## config.mk

```make
export PLATFORM = sky130hd
export DESIGN_NAME = cbc_mapper
export DESIGN_NICKNAME = d
export VERILOG_FILES = /design/src/rtl/cartridge_bank_controller_assert.svh /design/src/rtl/cbc_pkg.sv /design/src/rtl/cbc_mapper.sv
export SDC_FILE = /design/constraint.sdc
export NUM_CORES = 1
export LEC_CHECK = 0
export ABC_AREA = 1
export BUFFER_PORTS_ARGS = -buffer_cell sky130_fd_sc_hd__buf_2
export CAP_MARGIN = 30
export CORE_MARGIN = 2
export CORE_UTILIZATION = 35
export DETAILED_ROUTE_END_ITERATION = 10
export PLACE_DENSITY = 0.63
export SLEW_MARGIN = 40
export SYNTH_ARGS = -nofsm -noshare
export SYNTH_HDL_FRONTEND = slang
export SYNTH_SLANG_ARGS = --single-unit
```

## constraint.sdc

```tcl
create_clock -name clk -period 3.2 [get_ports clk]
set_input_delay 0.16 -clock clk [delete_from_list [all_inputs] [get_ports clk]]
set_output_delay 0.16 -clock clk [all_outputs]
set_load 0.02 [all_outputs]
```

## src/rtl/cartridge_bank_controller_assert.svh

```systemverilog
// assertion macros for the cartridge bank controller
// used by files that check their own pipeline; expects clk and rst_n in scope
`ifndef CARTRIDGE_BANK_CONTROLLER_ASSERT_SVH
`define CARTRIDGE_BANK_CONTROLLER_ASSERT_SVH

// condition implies consequence in the same cycle
`define CBC_ASSERT_NOW(label, ante, cons, msg) \
    label: assert property (@(posedge clk) disable iff (!rst_n) (ante) |-> (cons)) \
        else $error(msg);

// condition implies consequence in the next cycle
`define CBC_ASSERT_NEXT(label, ante, cons, msg) \
    label: assert property (@(posedge clk) disable iff (!rst_n) (ante) |=> (cons)) \
        else $error(msg);

`endif

```

## src/rtl/cbc_pkg.sv

```systemverilog
// shared types and constants for the cartridge bank controller
// no dependencies; used by every rtl module of the block
`timescale 1ns / 1ps

package cbc_pkg;

    // external ram geometry, always a power of two
    localparam int RAM_AW    = 17;
    localparam int RAM_BYTES = 1 << RAM_AW;
    // width of a full bank plus offset index
    localparam int IDX_W     = 17;

    // controller kinds
    localparam logic [2:0] KIND_NONE  = 3'd0;
    localparam logic [2:0] KIND_MBC1  = 3'd1;
    localparam logic [2:0] KIND_MBC2  = 3'd2;
    localparam logic [2:0] KIND_MBC3  = 3'd3;
    localparam logic [2:0] KIND_MBC5  = 3'd4;
    localparam logic [2:0] KIND_MULTI = 3'd5;

    // request types
    localparam logic [1:0] REQ_REG   = 2'd0;
    localparam logic [1:0] REQ_READ  = 2'd1;
    localparam logic [1:0] REQ_WRITE = 2'd2;

    // config register indexes
    localparam logic [2:0] CFG_KIND        = 3'd0;
    localparam logic [2:0] CFG_ROM_MASK    = 3'd1;
    localparam logic [2:0] CFG_RAM_MASK    = 3'd2;
    localparam logic [2:0] CFG_OFFSET_MASK = 3'd3;
    localparam logic [2:0] CFG_RAM_PRESENT = 3'd4;
    localparam logic [2:0] CFG_ROM_BANKING = 3'd5;
    localparam logic [2:0] CFG_UNBANKED    = 3'd6;

    // register write regions, address bits 14:13
    localparam logic [1:0] REGION_ENABLE = 2'd0;
    localparam logic [1:0] REGION_ROM    = 2'd1;
    localparam logic [1:0] REGION_RAM    = 2'd2;
    localparam logic [1:0] REGION_MODE   = 2'd3;

    localparam logic [3:0] ENABLE_KEY = 4'hA;
    localparam logic [7:0] MBC2_HIGH  = 8'hF0;
    localparam logic [7:0] NO_DATA    = 8'hFF;

    typedef struct packed {
        logic [2:0]  kind;
        logic [8:0]  rom_bank_mask;
        logic [3:0]  ram_bank_mask;
        logic [12:0] ram_offset_mask;
        logic        ram_present;
        logic        rom_banking_on;
        logic        ram_unbanked;
    } cbc_cfg_t;

    typedef struct packed {
        logic [1:0]  req_type;
        logic [15:0] addr;
        logic [7:0]  data;
    } cbc_req_t;

    typedef struct packed {
        logic [3:0] ram_bank;
        logic       ram_enable;
    } cbc_ram_state_t;

    typedef struct packed {
        logic [6:0] rom_lower;
        logic [8:0] rom_upper;
        logic [3:0] ram_bank;
        logic       ram_en;
    } cbc_view_t;

endpackage

```

## src/rtl/cbc_mapper.sv

```systemverilog
// banking register file and register write decode for all controller kinds
// depends on cbc_pkg
`timescale 1ns / 1ps

module cbc_mapper (
    input  logic                    clk,
    input  logic                    rst_n,
    input  cbc_pkg::cbc_cfg_t       cfg,
    input  cbc_pkg::cbc_req_t       req,
    input  logic                    commit,
    output cbc_pkg::cbc_ram_state_t ram_state,
    output cbc_pkg::cbc_view_t      view
);

    logic [8:0] rom_bank_reg, rom_bank_next;
    logic [3:0] ram_bank_reg, ram_bank_next;
    logic       ram_enable_reg, ram_enable_next;
    logic       mode_reg, mode_next;
    logic [5:0] outer_bank_reg, outer_bank_next;
    logic [5:0] inner_bank_reg, inner_bank_next;
    logic [5:0] outer_mask_reg, outer_mask_next;
    logic [5:0] inner_mask_reg, inner_mask_next;
    logic       phase_reg, phase_next;
    logic       locked_reg, locked_next;

    logic [8:0] b9;
    logic [6:0] b7;
    logic [1:0] region;
    logic       reg_wr;
    logic       multi;
    logic [5:0] outer_sel;
    logic [6:0] base_bank;
    logic [6:0] switch_bank;

    // register write decode
    always_comb
    begin
        rom_bank_next   = rom_bank_reg;
        ram_bank_next   = ram_bank_reg;
        ram_enable_next = ram_enable_reg;
        mode_next       = mode_reg;
        outer_bank_next = outer_bank_reg;
        inner_bank_next = inner_bank_reg;
        outer_mask_next = outer_mask_reg;
        inner_mask_next = inner_mask_reg;
        phase_next      = phase_reg;
        locked_next     = locked_reg;
        b9     = '0;
        b7     = req.data[6:0];
        region = req.addr[14:13];
        reg_wr = (req.req_type == cbc_pkg::REQ_REG) && !req.addr[15];

        // seven-bit rom bank of mbc2 and mbc3, zero selects bank one
        if (b7 == 7'd0)
        begin
            b7 = 7'd1;
        end

        if (reg_wr)
        begin
            unique case (cfg.kind)
                cbc_pkg::KIND_MBC1:
                begin
                    unique case (region)
                        cbc_pkg::REGION_ENABLE:
                        begin
                            ram_enable_next = (req.data[3:0] == cbc_pkg::ENABLE_KEY);
                        end
                        cbc_pkg::REGION_ROM:
                        begin
                            if (cfg.rom_banking_on)
                            begin
                                b9 = {rom_bank_reg[8:5], req.data[4:0]};
                                if (b9[4:0] == 5'd0)
                                begin
                                    b9[0] = 1'b1;
                                end
                                rom_bank_next = b9 & cfg.rom_bank_mask;
                            end
                        end
                        cbc_pkg::REGION_RAM:
                        begin
                            if (mode_reg)
                            begin
                                if (cfg.ram_present)
                                begin
                                    ram_bank_next = {2'b00, req.data[1:0]} & cfg.ram_bank_mask;
                                end
                            end
                            else if (cfg.rom_banking_on)
                            begin
                                b9 = {2'b00, req.data[1:0], rom_bank_reg[4:0]};
                                if (b9[4:0] == 5'd0)
                                begin
                                    b9[0] = 1'b1;
                                end
                                rom_bank_next = b9 & cfg.rom_bank_mask;
                            end
                        end
                        cbc_pkg::REGION_MODE:
                        begin
                            mode_next = (req.data != 8'd0);
                        end
                        default: ;
                    endcase
                end
                cbc_pkg::KIND_MBC2:
                begin
                    if (region == cbc_pkg::REGION_ENABLE && !req.addr[8])
                    begin
                        ram_enable_next = (req.data[3:0] == cbc_pkg::ENABLE_KEY);
                    end
                    else if (region == cbc_pkg::REGION_ROM && req.addr[8]
                             && cfg.rom_banking_on)
                    begin
                        rom_bank_next = {2'b00, b7} & cfg.rom_bank_mask;
                    end
                end
                cbc_pkg::KIND_MBC3:
                begin
                    unique case (region)
                        cbc_pkg::REGION_ENABLE:
                        begin
                            ram_enable_next = (req.data[3:0] == cbc_pkg::ENABLE_KEY);
                        end
                        cbc_pkg::REGION_ROM:
                        begin
                            if (cfg.rom_banking_on)
                            begin
                                rom_bank_next = {2'b00, b7} & cfg.rom_bank_mask;
                            end
                        end
                        cbc_pkg::REGION_RAM:
                        begin
                            // clock register selects are ignored
                            if (req.data[3:2] == 2'b00 && cfg.ram_present)
                            begin
                                ram_bank_next = {2'b00, req.data[1:0]} & cfg.ram_bank_mask;
                            end
                        end
                        default: ;
                    endcase
                end
                cbc_pkg::KIND_MBC5:
                begin
                    unique case (region)
                        cbc_pkg::REGION_ENABLE:
                        begin
                            ram_enable_next = (req.data[3:0] == cbc_pkg::ENABLE_KEY);
                        end
                        cbc_pkg::REGION_ROM:
                        begin
                            if (cfg.rom_banking_on)
                            begin
                                // low half sets bits 7:0, high half sets bit 8
                                if (req.addr[12])
                                begin
                                    rom_bank_next = {req.data[0], rom_bank_reg[7:0]}
                                                    & cfg.rom_bank_mask;
                                end
                                else
                                begin
                                    rom_bank_next = {rom_bank_reg[8], req.data}
                                                    & cfg.rom_bank_mask;
                                end
                            end
                        end
                        cbc_pkg::REGION_RAM:
                        begin
                            if (cfg.ram_present)
                            begin
                                ram_bank_next = req.data[3:0] & cfg.ram_bank_mask;
                            end
                        end
                        default: ;
                    endcase
                end
                cbc_pkg::KIND_MULTI:
                begin
                    if (region == cbc_pkg::REGION_ROM)
                    begin
                        inner_bank_next = (req.data[5:0] == 6'd0) ? 6'd1 : req.data[5:0];
                    end
                    else if (region == cbc_pkg::REGION_MODE && !locked_reg)
                    begin
                        // two-phase outer bank then mask and lock write
                        if (!phase_reg)
                        begin
                            outer_bank_next = req.data[5:0];
                        end
                        else
                        begin
                            inner_mask_next = ~{req.data[4:0], 1'b0};
                            outer_mask_next = {1'b1, req.data[4:0]};
                            locked_next     = req.data[5];
                        end
                        phase_next = !phase_reg;
                    end
                end
                default: ;
            endcase
        end
    end

    // multicart base and switched banks, seven-bit wrap
    always_comb
    begin
        multi       = (cfg.kind == cbc_pkg::KIND_MULTI);
        outer_sel   = outer_bank_next & outer_mask_next;
        base_bank   = {outer_sel, 1'b0};
        switch_bank = base_bank + {1'b0, inner_bank_next & inner_mask_next};

        view.rom_lower = multi ? base_bank : 7'd0;
        view.rom_upper = multi ? {2'b00, switch_bank} : rom_bank_next;
        view.ram_bank  = ram_bank_next;
        view.ram_en    = cfg.ram_present
                         && ((cfg.ram_unbanked && cfg.kind != cbc_pkg::KIND_MBC2)
                             || ram_enable_next);

        ram_state.ram_bank   = ram_bank_reg;
        ram_state.ram_enable = ram_enable_reg;
    end

    // banking registers update when a request leaves the input stage
    always_ff @(posedge clk or negedge rst_n)
    begin
        if (!rst_n)
        begin
            rom_bank_reg   <= 9'd1;
            ram_bank_reg   <= 4'd0;
            ram_enable_reg <= 1'b0;
            mode_reg       <= 1'b0;
            outer_bank_reg <= 6'd0;
            inner_bank_reg <= 6'd1;
            outer_mask_reg <= 6'h20;
            inner_mask_reg <= 6'h3F;
            phase_reg      <= 1'b0;
            locked_reg     <= 1'b0;
        end
        else if (commit)
        begin
            rom_bank_reg   <= rom_bank_next;
            ram_bank_reg   <= ram_bank_next;
            ram_enable_reg <= ram_enable_next;
            mode_reg       <= mode_next;
            outer_bank_reg <= outer_bank_next;
            inner_bank_reg <= inner_bank_next;
            outer_mask_reg <= outer_mask_next;
            inner_mask_reg <= inner_mask_next;
            phase_reg      <= phase_next;
            locked_reg     <= locked_next;
        end
    end

endmodule

```

==> results.ini <==
[worst_setup_path]
reg2reg_from=locked_reg$_DFFE_PN0P_
ff2ff_setup_slack_ps=1410
timing.rr.end=outer_mask_reg[3]$_DFFE_PN0P_
critPathBufInv=4
crit_fanout=12
worstPathArrival_ps=2810
cp_top_family=simple AND/OR/NAND/NOR gates
startpoint_type=flip-flop
worstPathRequired_ps=3040
worstSetupPathType=flip-flop to output pin
endpoint_kind=output pin
ff2ff_path_depth=12
crit_slowest_cell=fa_2
crit_path_max_incr_delay_ps=400
worstPathCellList=inv_1 > nand3_1 > nor2_2 > inv_2 > nor3_4 > buf_12 > nand2_1 > o21ai_1 > nor2_1 > ha_1 > fa_2 > nand3_1 > nand3_1 > xor2_1 > nand2_1 > nand2_1 > buf_4

[grt]
first_global_vias=3713
grt_pass1_wl_mm=18.8
grt_use_total=0.232
grt_remaining_overflow=0
antenna_found_initial=0
grt_max_degree=42

[sta]
skew_ps=6.83
max-slew-margin-rel=0.613
period_needed_ps=2970
setup_viol=0
final_max_slew_viol_count=0
clock.fmax_mhz=336
finalCritPeriodShare=0.929
hold_viol_final=0
tightest_slew_ps=580

[pwr]
vdd_drop_max_uv=173
p_leak_nw=2.17
power.density_mw_per_mm2=322
p_clk_frac=0.276
combPwrFrac=0.276
switching_share=0.371
p_switching_mw=0.480
power_frac_seq=0.448
p_int_mw=0.815

[clock_tree]
numCtsBuffers=5
clockBufferDepth=2
clock-sinks=41
clk_latency_ps=300
root_buffer=clkbuf_8
cts_tree=built
clkTransAtPathRegs_ps=90
htreeDepth=2

[synth]
yosys_register_bits=41
synth_area_leaders=dfrtp_1 23%, nand2_1 22%, dfstp_2 6.9%
syn_area_per_cell_um2=6.25
synth_nets=623
synthSimpleGateAreaFrac=0.386
async_flop_share=1.00
synthAdderAreaFrac=0.0384
synthCells=552
yosysWarnings=0
synthMuxAreaShare=0.00290
netlist.area_leader.share=0.232
synth_top_area_cell=dfrtp_1
synth_edf_count=0
synth_top_family_by_area=simple AND/OR/NAND/NOR gates
synthFlopType=dfrtp_1
netlist_top_cells_count=203 x nand2_1, 63 x inv_1, 47 x o21ai_0
yosysUniqueCellTypes=43
syn_area_mm2=0.00345
synthXorXnorAreaFrac=0.00507
ys_seq_area_frac=0.300
yosysMostFrequentCell=nand2_1
synth_compound_area_frac=0.159

[floorplan]
io_pins=87
die-area_mm2=0.0107
rows=36
core_area_mm2=0.00968
initial_core_util=0.356
fp.dieH_um=103
fp.dieW_um=103

[finish]
diodes=0
syn2layout_area_growth_pct=16.6
final_util=0.416
final_cells=746
largest_reg_flops=9
nNetsFinal=683
drive_above_1_share=0.192
fillCellCount=1054
stdcell_area_mm2=0.00402

[placed_design]
numPortBuffers=61
dpl_cell_area_mm2=0.00389
dp_cells=735
gp_congestion=0.971
post-dp-hpwl_mm=8.98

[worst_hold_path]
whs_path_depth=3
hold_path_end=locked_reg$_DFFE_PN0P_
hold_class=primary input to flip-flop
min-delay-start=req[5]

[detailed_routing]
drt-total-wl_mm=11.7
drtAntennaViolNets=0
drc=0
drtPass1Iterations=5
num_vias=3832
vias_per_cell=5.14
routedWlPerCell_um=15.7
first_iter_violations=256

[run]
drv_cap=0

[outcome]
status=completed

-- cell type report --
type | count | area (um^2) | area share
repair buffers | 71 | 400 | 0.0995
multi-input cells | 422 | 2070 | 0.514
flip-flops and latches | 41 | 1040 | 0.258
well taps | 133 | 166 | 0.0414
clock inverters | 3 | 17.5 | 0.00435
clock buffers | 5 | 68.8 | 0.0171
inverters | 71 | 267 | 0.0662
-- layer usage --
metal	part of all wire	up-vias	global-route usage	routed length, um
met1	0.43	1772	0.302	5080
met5	0	-	0	0
met3	0.060	33	0.0276	701
met2	0.46	139	0.390	5420
li1	-	1888	-	-
met4	0.046	0	0.100	543
-- logic make-up after synthesis --
group	after synthesis
AOI/OAI and AO/OA	96
xor gates and xnor gates	2
adders and majority gates	10
buffers and inverters	89
DFF	41
muxes	1
other	1
and+or+nand+nor	312
-- placed cells by master (no fill, tap or decap), types with 4 or more instances in the layout --
cell,synthesis,final
buf_2,7,59
o211ai_1,8,8
ha_1,9,8
o21ai_0,47,47
buf_4,5,10
inv_1,63,62
dfstp_2,9,9
nor3_1,8,8
dfrtp_1,32,32
a21oi_1,16,14
nand3_1,41,41
clkbuf_8,0,5
nand2_1,203,203
nor2_1,35,35
inv_2,7,8
o21ai_1,10,10
nand4_1,7,7
nand2_2,4,4
-- worst max-delay path by stage --
| stage | start | endpoint | slack (ps) | cells past startpoint |
|---|---|---|---|---|
| after floorplan | req[22] | view[10] | 530 | 19 |
| after global placement | req[22] | view[10] | 280 | 22 |
| final | locked_reg$_DFFE_PN0P_ | view[10] | 230 | 17 |
| after detailed placement | req[22] | view[10] | 240 | 20 |
| after CTS | locked_reg$_DFFE_PN0P_ | view[11] | 110 | 21 |
| after global routing | locked_reg$_DFFE_PN0P_ | view[10] | -4 | 19 |
-- power groups by stage --
stage	registers (mW)	clock network, mW	logic (mW)
finish	0.581	0.358	0.357
global route	0.584	0.379	0.401
CTS	0.580	0.363	0.357
detailed placement	0.590	0	0.355
global placement	0.589	0	0.352
floorplan	0.586	0	0.220
-- worst reg2reg max path: stages, from the launching register on --
cell	delay (ps)
dfrtp_1	370
inv_1	70
nand3_1	90
nor2_2	120
inv_2	60
nor3_4	150
buf_12	160
inv_2	80
buf_4	150
nor2_4	200
inv_2	120
nand2_1	80
nand2_1	50
-- metrics by stage --
| step | setup slack [ps] | TNS [ps] | hold WS [ps] | total power [mW] |
|---|---|---|---|---|
| CTS | 114 | 0 | 146 | 1.30 |
| floorplan | 527 | 0 | -136 | 0.806 |
| global placement | 282 | 0 | 384 | 0.940 |
| detailed placement | 236 | 0 | 201 | 0.945 |
| finish | 228 | 0 | 144 | 1.30 |
| global route | -4.27 | -4.27 | 165 | 1.36 |
-- timing repair --
item / CTS / global route
resized for setup: 0 / 6
hold endpoints to repair: 32 / 0
setup endpoints to repair: 0 / 2
buffers inserted: 0 / 2
hold buffers: 1 / 0
No activity file was read; power rests on OpenSTA's default activity.
